**config.mk**
```make
export PLATFORM = sky130hd
export DESIGN_NAME = command_router_with_tracker
export DESIGN_NICKNAME = d
export VERILOG_FILES = /design/src/rtl/cmdrt_pkg.sv /design/src/rtl/cmdrt_ram.sv /design/src/rtl/cmdrt_front.sv /design/src/rtl/cmdrt_back.sv /design/src/rtl/command_router_with_tracker.sv
export SDC_FILE = /design/constraint.sdc
export NUM_CORES = 2
export LEC_CHECK = 0
export BUFFER_PORTS_ARGS = -buffer_cell sky130_fd_sc_hd__buf_2
export CORE_ASPECT_RATIO = 0.7
export CORE_MARGIN = 4
export CORE_UTILIZATION = 29
export CTS_BUF_LIST = sky130_fd_sc_hd__clkbuf_8
export CTS_CLUSTER_DIAMETER = 50
export DETAILED_ROUTE_END_ITERATION = 12
export GPL_ROUTABILITY_DRIVEN = 1
export GPL_TIMING_DRIVEN = 1
export PLACE_DENSITY = 0.54
export SLEW_MARGIN = 20
export SYNTH_ARGS = -nofsm -noshare
export SYNTH_HDL_FRONTEND = slang
export SYNTH_HIERARCHICAL = 1
export SYNTH_SLANG_ARGS = --single-unit
```
**constraint.sdc**
```tcl
create_clock -name clk -period 9.5 [get_ports clk]
set_clock_uncertainty 0.1 [all_clocks]
set_input_delay 1.425 -clock clk [delete_from_list [all_inputs] [get_ports clk]]
set_output_delay 1.425 -clock clk [all_outputs]
set_load 0.01 [all_outputs]
```
**src/rtl/cmdrt_pkg.sv**
```systemverilog
// Package for the command router: payload structs, codes and sizes.
// Used by the front end, the back end and the top module; depends on nothing.
package cmdrt_pkg;

    localparam int ROUTE_ENTRIES_DEF   = 64;
    localparam int PENDING_ENTRIES_DEF = 16;
    localparam int NUM_PORTS_DEF       = 8;

    typedef enum logic [1:0] {
        REQ_REGISTER = 2'd0,
        REQ_DISPATCH = 2'd1,
        REQ_STATUS   = 2'd2,
        REQ_CLEAR    = 2'd3
    } kind_t;

    typedef enum logic [1:0] {
        ACT_NONE    = 2'd0,
        ACT_COMMAND = 2'd1,
        ACT_STATUS  = 2'd2
    } act_t;

    typedef enum logic [2:0] {
        RESP_OK         = 3'd0,
        RESP_INVALID    = 3'd1,
        RESP_VALIDATION = 3'd2,
        RESP_FORMAT     = 3'd3,
        RESP_EXECUTION  = 3'd4,
        RESP_BUSY       = 3'd5
    } resp_t;

    typedef enum logic [3:0] {
        EV_NONE       = 4'd0,
        EV_DISPATCHED = 4'd1,
        EV_INVALID    = 4'd2,
        EV_TOOMANY    = 4'd3,
        EV_MALFORMED  = 4'd4,
        EV_OK         = 4'd5,
        EV_FAILED     = 4'd6,
        EV_REGISTERED = 4'd7,
        EV_FULL       = 4'd8,
        EV_DUPLICATE  = 4'd9,
        EV_MISMATCH   = 4'd10,
        EV_CLEARED    = 4'd11
    } ev_t;

    typedef enum logic [2:0] {
        ST_IDLE,
        ST_RT_RD,
        ST_RT_CMP,
        ST_RT_END,
        ST_FREE,
        ST_PD_RD,
        ST_PD_CMP,
        ST_DONE
    } state_t;

    typedef struct packed {
        logic [1:0]  req_type;
        logic [2:0]  port;
        logic [31:0] opcode;
        logic [31:0] context_req;
        logic [31:0] seq_in;
        logic [2:0]  response_in;
        logic        malformed;
    } in_t;

    typedef struct packed {
        logic [1:0]  action;
        logic [2:0]  out_port;
        logic [31:0] out_opcode;
        logic [31:0] out_value;
        logic [2:0]  out_response;
        logic [3:0]  event_res;
    } out_t;

    // Classified request handed from front to back
    typedef struct packed {
        kind_t       kind;
        logic [2:0]  port;
        logic [31:0] opcode;
        logic [31:0] context_req;
        logic [31:0] seq_in;
        logic [2:0]  response_in;
        logic        malformed;
    } job_t;

    typedef struct packed {
        logic [31:0] opcode;
        logic [2:0]  port;
    } route_t;

    typedef struct packed {
        logic [31:0] opcode;
        logic [31:0] seq;
        logic [31:0] context_val;
        logic [2:0]  caller;
    } pend_t;

    function automatic out_t mk_res(logic [1:0] act, logic [2:0] prt, logic [31:0] opc,
                                    logic [31:0] val, logic [2:0] resp, logic [3:0] ev);
        out_t r;
        r.action       = act;
        r.out_port     = prt;
        r.out_opcode   = opc;
        r.out_value    = val;
        r.out_response = resp;
        r.event_res    = ev;
        return r;
    endfunction

endpackage

```
**src/rtl/cmdrt_ram.sv**
```systemverilog
// Generic single-write, single-read RAM with registered read data.
// Stand-alone; no package needed.
module cmdrt_ram #(
    parameter int WIDTH = 8,
    parameter int DEPTH = 16
) (
    input  logic                                 clk,
    input  logic                                 we,
    input  logic [(DEPTH > 1 ? $clog2(DEPTH) : 1)-1:0] waddr,
    input  logic [WIDTH-1:0]                     wdata,
    input  logic [(DEPTH > 1 ? $clog2(DEPTH) : 1)-1:0] raddr,
    output logic [WIDTH-1:0]                     rdata
);
    logic [WIDTH-1:0] mem [DEPTH];

    // Write port and registered read port
    always_ff @(posedge clk)
    begin
        if (we)
        begin
            mem[waddr] <= wdata;
        end
        rdata <= mem[raddr];
    end
endmodule

```
**src/rtl/cmdrt_front.sv**
```systemverilog
// Front end: accepts requests, classifies them and queues them for the back end.
// Depends on cmdrt_pkg.
module cmdrt_front (
    input  logic            clk,
    input  logic            rst_n,
    input  logic            cmd_valid,
    output logic            cmd_stall,
    input  cmdrt_pkg::in_t  cmd,
    output logic            job_valid,
    input  logic            job_take,
    output cmdrt_pkg::job_t job
);
    import cmdrt_pkg::*;

    job_t       q_reg [2];
    logic       wr_ptr_reg, wr_ptr_next;
    logic       rd_ptr_reg, rd_ptr_next;
    logic [1:0] cnt_reg, cnt_next;
    job_t       cls;
    logic       push, pop;

    // Classify the incoming request
    always_comb
    begin
        cls.port        = cmd.port;
        cls.opcode      = cmd.opcode;
        cls.context_req = cmd.context_req;
        cls.seq_in      = cmd.seq_in;
        cls.response_in = cmd.response_in;
        cls.malformed   = cmd.malformed;
        unique case (cmd.req_type)
            2'd0:    cls.kind = REQ_REGISTER;
            2'd1:    cls.kind = REQ_DISPATCH;
            2'd2:    cls.kind = REQ_STATUS;
            default: cls.kind = REQ_CLEAR;
        endcase
    end

    assign cmd_stall = (cnt_reg == 2'd2);
    assign push      = cmd_valid && !cmd_stall;
    assign pop       = job_take && job_valid;
    assign job_valid = (cnt_reg != 2'd0);
    assign job       = q_reg[rd_ptr_reg];

    // Advance pointers and fill count
    always_comb
    begin
        wr_ptr_next = push ? ~wr_ptr_reg : wr_ptr_reg;
        rd_ptr_next = pop ? ~rd_ptr_reg : rd_ptr_reg;
        cnt_next    = cnt_reg + {1'b0, push} - {1'b0, pop};
    end

    always_ff @(posedge clk or negedge rst_n)
    begin
        if (!rst_n)
        begin
            wr_ptr_reg <= 1'b0;
            rd_ptr_reg <= 1'b0;
            cnt_reg    <= 2'd0;
        end
        else
        begin
            wr_ptr_reg <= wr_ptr_next;
            rd_ptr_reg <= rd_ptr_next;
            cnt_reg    <= cnt_next;
        end
    end

    // Hold queued requests
    always_ff @(posedge clk)
    begin
        if (push)
        begin
            q_reg[wr_ptr_reg] <= cls;
        end
    end
endmodule

```
**src/rtl/cmdrt_back.sv**
```systemverilog
// Back end: takes one request at a time, scans the route table and the tracker
// entry by entry and builds the result. Depends on cmdrt_pkg and cmdrt_ram.
module cmdrt_back #(
    parameter int ROUTE_ENTRIES   = cmdrt_pkg::ROUTE_ENTRIES_DEF,
    parameter int PENDING_ENTRIES = cmdrt_pkg::PENDING_ENTRIES_DEF,
    parameter int NUM_PORTS       = cmdrt_pkg::NUM_PORTS_DEF
) (
    input  logic            clk,
    input  logic            rst_n,
    input  logic            job_valid,
    output logic            job_take,
    input  cmdrt_pkg::job_t job,
    input  logic [7:0]      target_mask,
    input  logic [7:0]      caller_mask,
    output logic            res_valid,
    input  logic            res_stall,
    output cmdrt_pkg::out_t res
);
    import cmdrt_pkg::*;

    localparam int RAW = (ROUTE_ENTRIES > 1) ? $clog2(ROUTE_ENTRIES) : 1;
    localparam int RCW = $clog2(ROUTE_ENTRIES + 1);
    localparam int PAW = (PENDING_ENTRIES > 1) ? $clog2(PENDING_ENTRIES) : 1;
    localparam int PCW = $clog2(PENDING_ENTRIES + 1);

    state_t               state_reg, state_next;
    job_t                 job_reg, job_next;
    logic [RCW-1:0]       ridx_reg, ridx_next;
    logic [RCW-1:0]       fill_reg, fill_next;
    logic [PCW-1:0]       pidx_reg, pidx_next;
    logic [31:0]          seq_reg, seq_next;
    logic [PENDING_ENTRIES-1:0] pvalid_reg, pvalid_next;
    logic                 hit_reg, hit_next;
    logic [2:0]           hport_reg, hport_next;
    out_t                 fin_reg, fin_next;
    out_t                 res_reg, res_next;
    logic                 res_valid_reg, res_valid_next;

    logic                 rt_we;
    route_t               rt_wdata, rt_rdata;
    logic                 pd_we;
    pend_t                pd_wdata, pd_rdata;

    logic rt_end, rt_match, rt_full, pd_end, pd_hit, out_free;
    logic caller_ok, target_ok, pend_caller_ok;
    logic [3:0] st_ev;

    function automatic logic linked(logic [7:0] mask, logic [2:0] p);
        return (32'(p) < NUM_PORTS) && mask[p];
    endfunction

    cmdrt_ram #(.WIDTH($bits(route_t)), .DEPTH(ROUTE_ENTRIES)) u_route (
        .clk   (clk),
        .we    (rt_we),
        .waddr (fill_reg[RAW-1:0]),
        .wdata (rt_wdata),
        .raddr (ridx_reg[RAW-1:0]),
        .rdata (rt_rdata)
    );

    cmdrt_ram #(.WIDTH($bits(pend_t)), .DEPTH(PENDING_ENTRIES)) u_pend (
        .clk   (clk),
        .we    (pd_we),
        .waddr (pidx_reg[PAW-1:0]),
        .wdata (pd_wdata),
        .raddr (pidx_reg[PAW-1:0]),
        .rdata (pd_rdata)
    );

    // Scan conditions
    assign rt_end         = (ridx_reg == fill_reg);
    assign rt_match       = (rt_rdata.opcode == job_reg.opcode);
    assign rt_full        = (fill_reg == RCW'(ROUTE_ENTRIES));
    assign pd_end         = (pidx_reg == PCW'(PENDING_ENTRIES));
    assign pd_hit         = (pd_rdata.seq == job_reg.seq_in);
    assign out_free       = !res_valid_reg || !res_stall;
    assign caller_ok      = linked(caller_mask, job_reg.port);
    assign target_ok      = hit_reg && linked(target_mask, hport_reg);
    assign pend_caller_ok = linked(caller_mask, pd_rdata.caller);
    assign st_ev          = (job_reg.response_in == RESP_OK) ? EV_OK : EV_FAILED;
    assign job_take       = (state_reg == ST_IDLE);

    // Next state
    always_comb
    begin
        state_next = state_reg;
        unique case (state_reg)
            ST_IDLE:
            begin
                if (job_valid)
                begin
                    unique case (job.kind)
                        REQ_REGISTER: state_next = ST_RT_RD;
                        REQ_DISPATCH: state_next = job.malformed ? ST_DONE : ST_RT_RD;
                        REQ_STATUS:   state_next = ST_PD_RD;
                        default:      state_next = ST_DONE;
                    endcase
                end
            end
            ST_RT_RD:
            begin
                state_next = rt_end ? ST_RT_END : ST_RT_CMP;
            end
            ST_RT_CMP:
            begin
                if (rt_match)
                begin
                    state_next = (job_reg.kind == REQ_REGISTER) ? ST_DONE : ST_RT_END;
                end
                else
                begin
                    state_next = ST_RT_RD;
                end
            end
            ST_RT_END:
            begin
                if (job_reg.kind == REQ_DISPATCH && target_ok && caller_ok)
                begin
                    state_next = ST_FREE;
                end
                else
                begin
                    state_next = ST_DONE;
                end
            end
            ST_FREE:
            begin
                if (pd_end || !pvalid_reg[pidx_reg[PAW-1:0]])
                begin
                    state_next = ST_DONE;
                end
            end
            ST_PD_RD:
            begin
                if (pd_end)
                begin
                    state_next = ST_DONE;
                end
                else if (pvalid_reg[pidx_reg[PAW-1:0]])
                begin
                    state_next = ST_PD_CMP;
                end
            end
            ST_PD_CMP:
            begin
                state_next = pd_hit ? ST_DONE : ST_PD_RD;
            end
            default:
            begin
                if (out_free)
                begin
                    state_next = ST_IDLE;
                end
            end
        endcase
    end

    // Datapath and table updates
    always_comb
    begin
        job_next       = job_reg;
        ridx_next      = ridx_reg;
        fill_next      = fill_reg;
        pidx_next      = pidx_reg;
        seq_next       = seq_reg;
        pvalid_next    = pvalid_reg;
        hit_next       = hit_reg;
        hport_next     = hport_reg;
        fin_next       = fin_reg;
        res_next       = res_reg;
        res_valid_next = res_valid_reg && res_stall;
        rt_we          = 1'b0;
        rt_wdata.opcode = job_reg.opcode;
        rt_wdata.port   = job_reg.port;
        pd_we          = 1'b0;
        pd_wdata.opcode      = job_reg.opcode;
        pd_wdata.seq         = seq_reg;
        pd_wdata.context_val = job_reg.context_req;
        pd_wdata.caller      = job_reg.port;

        unique case (state_reg)
            ST_IDLE:
            begin
                if (job_valid)
                begin
                    job_next  = job;
                    ridx_next = '0;
                    pidx_next = '0;
                    hit_next  = 1'b0;
                    // Malformed dispatch and clear finish at once
                    if (job.kind == REQ_CLEAR)
                    begin
                        pvalid_next = '0;
                        fin_next = mk_res(ACT_NONE, 3'd0, 32'd0, 32'd0, 3'd0, EV_CLEARED);
                    end
                    else if (linked(caller_mask, job.port))
                    begin
                        fin_next = mk_res(ACT_STATUS, job.port, job.opcode, job.context_req,
                                          RESP_VALIDATION, EV_MALFORMED);
                    end
                    else
                    begin
                        fin_next = mk_res(ACT_NONE, 3'd0, 32'd0, 32'd0, 3'd0, EV_MALFORMED);
                    end
                end
            end
            ST_RT_CMP:
            begin
                if (rt_match)
                begin
                    hit_next   = 1'b1;
                    hport_next = rt_rdata.port;
                    fin_next   = mk_res(ACT_NONE, 3'd0, 32'd0, 32'd0, 3'd0,
                                        (rt_rdata.port == job_reg.port) ? EV_REGISTERED
                                                                        : EV_DUPLICATE);
                end
                else
                begin
                    ridx_next = ridx_reg + RCW'(1);
                end
            end
            ST_RT_END:
            begin
                if (job_reg.kind == REQ_REGISTER)
                begin
                    if (rt_full)
                    begin
                        fin_next = mk_res(ACT_NONE, 3'd0, 32'd0, 32'd0, 3'd0, EV_FULL);
                    end
                    else
                    begin
                        rt_we     = 1'b1;
                        fill_next = fill_reg + RCW'(1);
                        fin_next  = mk_res(ACT_NONE, 3'd0, 32'd0, 32'd0, 3'd0, EV_REGISTERED);
                    end
                end
                else if (target_ok)
                begin
                    fin_next = mk_res(ACT_COMMAND, hport_reg, job_reg.opcode, seq_reg, 3'd0,
                                      EV_DISPATCHED);
                    if (!caller_ok)
                    begin
                        seq_next = seq_reg + 32'd1;
                    end
                end
                else
                begin
                    seq_next = seq_reg + 32'd1;
                    if (caller_ok)
                    begin
                        fin_next = mk_res(ACT_STATUS, job_reg.port, job_reg.opcode,
                                          job_reg.context_req, RESP_INVALID, EV_INVALID);
                    end
                    else
                    begin
                        fin_next = mk_res(ACT_NONE, 3'd0, 32'd0, 32'd0, 3'd0, EV_INVALID);
                    end
                end
            end
            ST_FREE:
            begin
                if (pd_end)
                begin
                    fin_next = mk_res(ACT_STATUS, job_reg.port, job_reg.opcode,
                                      job_reg.context_req, RESP_EXECUTION, EV_TOOMANY);
                end
                else if (!pvalid_reg[pidx_reg[PAW-1:0]])
                begin
                    pd_we = 1'b1;
                    pvalid_next[pidx_reg[PAW-1:0]] = 1'b1;
                    seq_next = seq_reg + 32'd1;
                end
                else
                begin
                    pidx_next = pidx_reg + PCW'(1);
                end
            end
            ST_PD_RD:
            begin
                if (pd_end)
                begin
                    fin_next = mk_res(ACT_NONE, 3'd0, 32'd0, 32'd0, 3'd0, st_ev);
                end
                else if (!pvalid_reg[pidx_reg[PAW-1:0]])
                begin
                    pidx_next = pidx_reg + PCW'(1);
                end
            end
            ST_PD_CMP:
            begin
                if (!pd_hit)
                begin
                    pidx_next = pidx_reg + PCW'(1);
                end
                else if (pd_rdata.opcode != job_reg.opcode)
                begin
                    fin_next = mk_res(ACT_NONE, 3'd0, 32'd0, 32'd0, 3'd0, EV_MISMATCH);
                end
                else
                begin
                    pvalid_next[pidx_reg[PAW-1:0]] = 1'b0;
                    if (pend_caller_ok)
                    begin
                        fin_next = mk_res(ACT_STATUS, pd_rdata.caller, job_reg.opcode,
                                          pd_rdata.context_val, job_reg.response_in, st_ev);
                    end
                    else
                    begin
                        fin_next = mk_res(ACT_NONE, 3'd0, 32'd0, 32'd0, 3'd0, st_ev);
                    end
                end
            end
            ST_DONE:
            begin
                if (out_free)
                begin
                    res_next       = fin_reg;
                    res_valid_next = 1'b1;
                end
            end
            default:
            begin
                ridx_next = ridx_reg;
            end
        endcase
    end

    assign res_valid = res_valid_reg;
    assign res       = res_reg;

    always_ff @(posedge clk or negedge rst_n)
    begin
        if (!rst_n)
        begin
            state_reg     <= ST_IDLE;
            fill_reg      <= '0;
            seq_reg       <= 32'd0;
            pvalid_reg    <= '0;
            res_valid_reg <= 1'b0;
        end
        else
        begin
            state_reg     <= state_next;
            fill_reg      <= fill_next;
            seq_reg       <= seq_next;
            pvalid_reg    <= pvalid_next;
            res_valid_reg <= res_valid_next;
        end
    end

    // Hold request and scan payload
    always_ff @(posedge clk)
    begin
        job_reg   <= job_next;
        ridx_reg  <= ridx_next;
        pidx_reg  <= pidx_next;
        hit_reg   <= hit_next;
        hport_reg <= hport_next;
        fin_reg   <= fin_next;
        res_reg   <= res_next;
    end
endmodule

```
**src/rtl/command_router_with_tracker.sv**
```systemverilog
// Command router with pending tracker. One request in flight in the back end;
// the time a register, dispatch or status request takes is set by the
// entry-by-entry scan of the route RAM and the tracker RAM, while clear and
// malformed dispatch skip the scans.
// A two-entry request queue keeps accepting, until it is full, while a result waits.
// Reset (rst_n low, asynchronous) empties routes, tracker, sequence and masks.
module command_router_with_tracker #(
    parameter int ROUTE_ENTRIES   = cmdrt_pkg::ROUTE_ENTRIES_DEF,
    parameter int PENDING_ENTRIES = cmdrt_pkg::PENDING_ENTRIES_DEF,
    parameter int NUM_PORTS       = cmdrt_pkg::NUM_PORTS_DEF
) (
    input  logic            clk,
    input  logic            rst_n,
    input  logic            cmd_valid,
    output logic            cmd_stall,
    input  cmdrt_pkg::in_t  cmd,
    output logic            res_valid,
    input  logic            res_stall,
    output cmdrt_pkg::out_t res,
    input  logic            psel,
    input  logic            penable,
    input  logic            pwrite,
    input  logic [2:0]      paddr,
    input  logic [31:0]     pwdata,
    output logic [31:0]     prdata,
    output logic            pready
);
    import cmdrt_pkg::*;

    logic [7:0] target_mask_reg;
    logic [7:0] caller_mask_reg;
    logic       job_valid, job_take;
    job_t       job;
    logic       cfg_wr;

    // Configuration registers
    assign pready = 1'b1;
    assign cfg_wr = psel && penable && pwrite;
    assign prdata = paddr[2] ? {24'd0, caller_mask_reg} : {24'd0, target_mask_reg};

    always_ff @(posedge clk or negedge rst_n)
    begin
        if (!rst_n)
        begin
            target_mask_reg <= 8'd0;
            caller_mask_reg <= 8'd0;
        end
        else if (cfg_wr)
        begin
            if (paddr[2])
            begin
                caller_mask_reg <= pwdata[7:0];
            end
            else
            begin
                target_mask_reg <= pwdata[7:0];
            end
        end
    end

    cmdrt_front u_front (
        .clk       (clk),
        .rst_n     (rst_n),
        .cmd_valid (cmd_valid),
        .cmd_stall (cmd_stall),
        .cmd       (cmd),
        .job_valid (job_valid),
        .job_take  (job_take),
        .job       (job)
    );

    cmdrt_back #(
        .ROUTE_ENTRIES   (ROUTE_ENTRIES),
        .PENDING_ENTRIES (PENDING_ENTRIES),
        .NUM_PORTS       (NUM_PORTS)
    ) u_back (
        .clk         (clk),
        .rst_n       (rst_n),
        .job_valid   (job_valid),
        .job_take    (job_take),
        .job         (job),
        .target_mask (target_mask_reg),
        .caller_mask (caller_mask_reg),
        .res_valid   (res_valid),
        .res_stall   (res_stall),
        .res         (res)
    );
endmodule
```
==> flow_summary.toml <==
[synth]
synth_fa_ha_area_share_pct = 0.0734
synth_area_leaders = "edfxtp_1 76%, mux4_2 12%, dfxtp_1 1.6%"
synth_edf_count = 4306
yosysSeqAreaShare_pct = 78.6
synth_top_area_cell = "edfxtp_1"
synth_xor_area_share_pct = 0.811
synth-async-reset-ratio_pct = 1.75
synth_top_family_by_area = "multiplexers"
synth_top_area_share_pct = 75.9
synth.area.mux_share_pct = 14.2
synth_compound_area_share_pct = 2.81
synth_seq_cells = 4519
netlist_area_um2 = 170000
synth-main-ff-cell = "edfxtp_1"
synth.distinct_cells = 73
avgSynthCellArea_um2 = 21.9
netlist_instances = 7777
post_synth_and_or_nand_nor_area_fraction_pct = 2.12
yosysWarnings = 6

[cts]
cts_tree = "yes"
htreeDepth = 6
post_cts_buffers = 0
cts_buffers = 634
clockRootBuffer = "clkbuf_8"
path_clk_slew_ns = 0.07
clock_sinks = 4519
insertion_delay_ns = 1.14
clock_path_buffers = 4

[setup_path]
critPathKind = "register to register"
worstPathMaxFanout = 50
worst_ep_required_time_ns = 10.09
rr_worst_depth = 9
timing.rr.start = "u_back/job_reg[82]$_DFFE_PP_"
endpoint = "u_back/fin_reg[21]$_DFFE_PP_"
worstSetupEndpointType = "register"
crit_path_start = "u_back/job_reg[82]$_DFFE_PP_"
r2r_setup_slack_ns = 3.74
worstPathArrival_ns = 6.34
cp-start-kind = "register"
regToRegEndpoint = "u_back/fin_reg[21]$_DFFE_PP_"

[die]
start_util_pct = 29.1
die_w_um = 924
dieArea_um2 = 600000
core_area_um2 = 585000
io_pins = 258
die_y_um = 649
rows = 235

[timing]
post-route-min-period_ns = 5.76
tightest_slew_ns = 1.24
finalHoldViolCount = 0
relSlewSlack_pct = 17.2
fin_ws_ns = 3.74
setup_total_negative_slack_ns = 0
hold_ws_ns = 0.265
rsz0062_at_grt = "no"
setup_viol = 0
period_share_pct = 60.6
fmax_mhz = 174
drv_slew = 0

[global_route]
grt_pass1_vias = 85700
grt_antenna_before_repair = 45
grtUsageTotal_pct = 15.2
grt_start_max_net_pins = 143
grt_pass1_wl_um = 657000
grt.overflow.total = 0

[placed_design]
portBuffers = 206
dpl-instance-area_um2 = 182000
dp.final_hpwl_um = 256000
dp_slack_ns = 3.79
gp_congestion = 0.805

[route]
detail_route.wl_per_cell_um = 28.0
drc = 0
num_vias = 84800
via_per_inst = 5.04
drt_iter0_drc = 10500
wirelength_um = 472000
ant_nets = 0
drtPass1Iterations = 8

[pwr]
p_leak_nw = 61.9
p_per_area_nw_per_um2 = 283
total_power_mw = 54.9
peakVddDrop_uv = 315

[final_layout]
drive_above_1_share_pct = 27.6
areaGrowthSynthToFinish_pct = 13.8
design_area_um2 = 194000
largest_register_ffs = 2240
fill_cells = 54700
layout.nets = 8636

[run]
drv_cap = 0

[hold_path]
hold_class = "register to register"

[run_status]
outcome = "completed"
metrics by stage:
stage	utilization, %	instances
CTS	33.1	16800
detailed placement	31.1	15700
finish	33.1	16800
floorplan	-	7800
global route	33.1	16800
global placement	31.1	15700
routing by layer:
layer / part of all wire [%] / up-vias / global-route usage [%]
met5: 0.025 / - / 0
li1: - / 34100 / -
met1: 43 / 46100 / 22.2
met4: 1.8 / 16 / 2.99
met3: 11 / 595 / 4.23
met2: 45 / 4021 / 22.8
how the worst min path moves through the flow:
stage / from / end / slack, ns / cells after the start
2_1_floorplan: u_back/fin_reg[0]$_DFFE_PP_ / u_back/res[0]$_DFFE_PP_ / 0.30 / 0
3_5_place_dp: u_back/fin_reg[40]$_DFFE_PP_ / u_back/res[40]$_DFFE_PP_ / 0.30 / 0
5_1_grt: u_back/fin_reg[67]$_DFFE_PP_ / u_back/res[67]$_DFFE_PP_ / 0.26 / 0
4_1_cts: cmd[9] / u_front/q_reg[0][9]$_DFFE_PP_ / 0.25 / 1
6_report: u_back/fin_reg[51]$_DFFE_PP_ / u_back/res[51]$_DFFE_PP_ / 0.26 / 0
3_3_place_gp: u_back/fin_reg[70]$_DFFE_PP_ / u_back/res[70]$_DFFE_PP_ / 0.31 / 0
layout by cell type, fill, tap and decap left out, types with 40 or more instances in the layout:
cell,instances
mux4_2,891
mux2_4,40
buf_4,234
nand2_1,280
o221ai_1,51
nor2_1,69
clkbuf_8,688
o21ai_0,46
nand4_1,73
edfxtp_1,4306
a22oi_1,253
nand3_1,83
o22ai_1,83
clkinv_2,54
buf_2,205
clkinv_1,127
xor2_1,87
nor2_4,78
mux2i_1,167
inv_1,236
mux2_2,156
dfxtp_1,134
dfrtp_1,78
xnor2_1,69
Yosys cell counts (all sizes together) (8+ instances only):
library cell and number:
and3 26, nor2b 32, a21oi 31, mux4 893, xor2 88, nand2b 20
a222oi 34, o21ai 46, dfxtp 134, nand2 281, edfxtp 4306, a22o 33
dfrtp 79, nor3 23, or2 8, buf 255, nor2 149, a22oi 254
xnor2 69, o22ai 90, nand4 74, nor4 20, nand3 83, a221o 33
mux2 196, mux2i 167, o221ai 51, inv 13, a31oi 20, a211oi 16
ha 10, clkbuf 174
cell type report:
class	instances	area, um^2	area share, %
antenna	34	85.1	0.0439
clock buffer	688	9470	4.88
clock inverter	449	2150	1.11
inverter	13	48.8	0.0252
multi-input combinational	2839	35000	18.0
sequential	4519	134000	69.1
tap	7821	9790	5.05
timing repair buffer	472	3400	1.76
critical path, stage by stage, from the launching register on:
cell and delay, ns:
edfxtp_1 0.41, buf_4 0.39, buf_4 0.71, xnor2_1 0.20
nand4_1 0.31, nor4_1 0.83, buf_4 0.32, nand2_1 0.16
a221oi_4 0.91, buf_4 0.75
cells by family after synthesis:
logic type      after synthesis
other cells                   2
mux                        1256
fa+ha+maj                    10
simple gates                752
buf+inv                     442
xor+xnor                    157
flops                      4519
compound gates              639
repair_timing:
item / 4_1_cts / 5_1_grt
hold buffers: 1 / 0
setup endpoints to repair: 0 / 0
hold endpoints to repair: 4 / 0
resized for setup: 0 / 0
where the power goes:
group | switching (mW) | internal (mW) | leakage [nW] | total (mW)
clock | 7.43 | 6.87 | 6.78 | 14.3
sequential | 1.00 | 24.5 | 41.8 | 25.5
combinational | 9.78 | 5.35 | 13.3 | 15.1
total | 18.2 | 36.7 | 61.9 | 54.9
(Power assumes the default switching activity.)
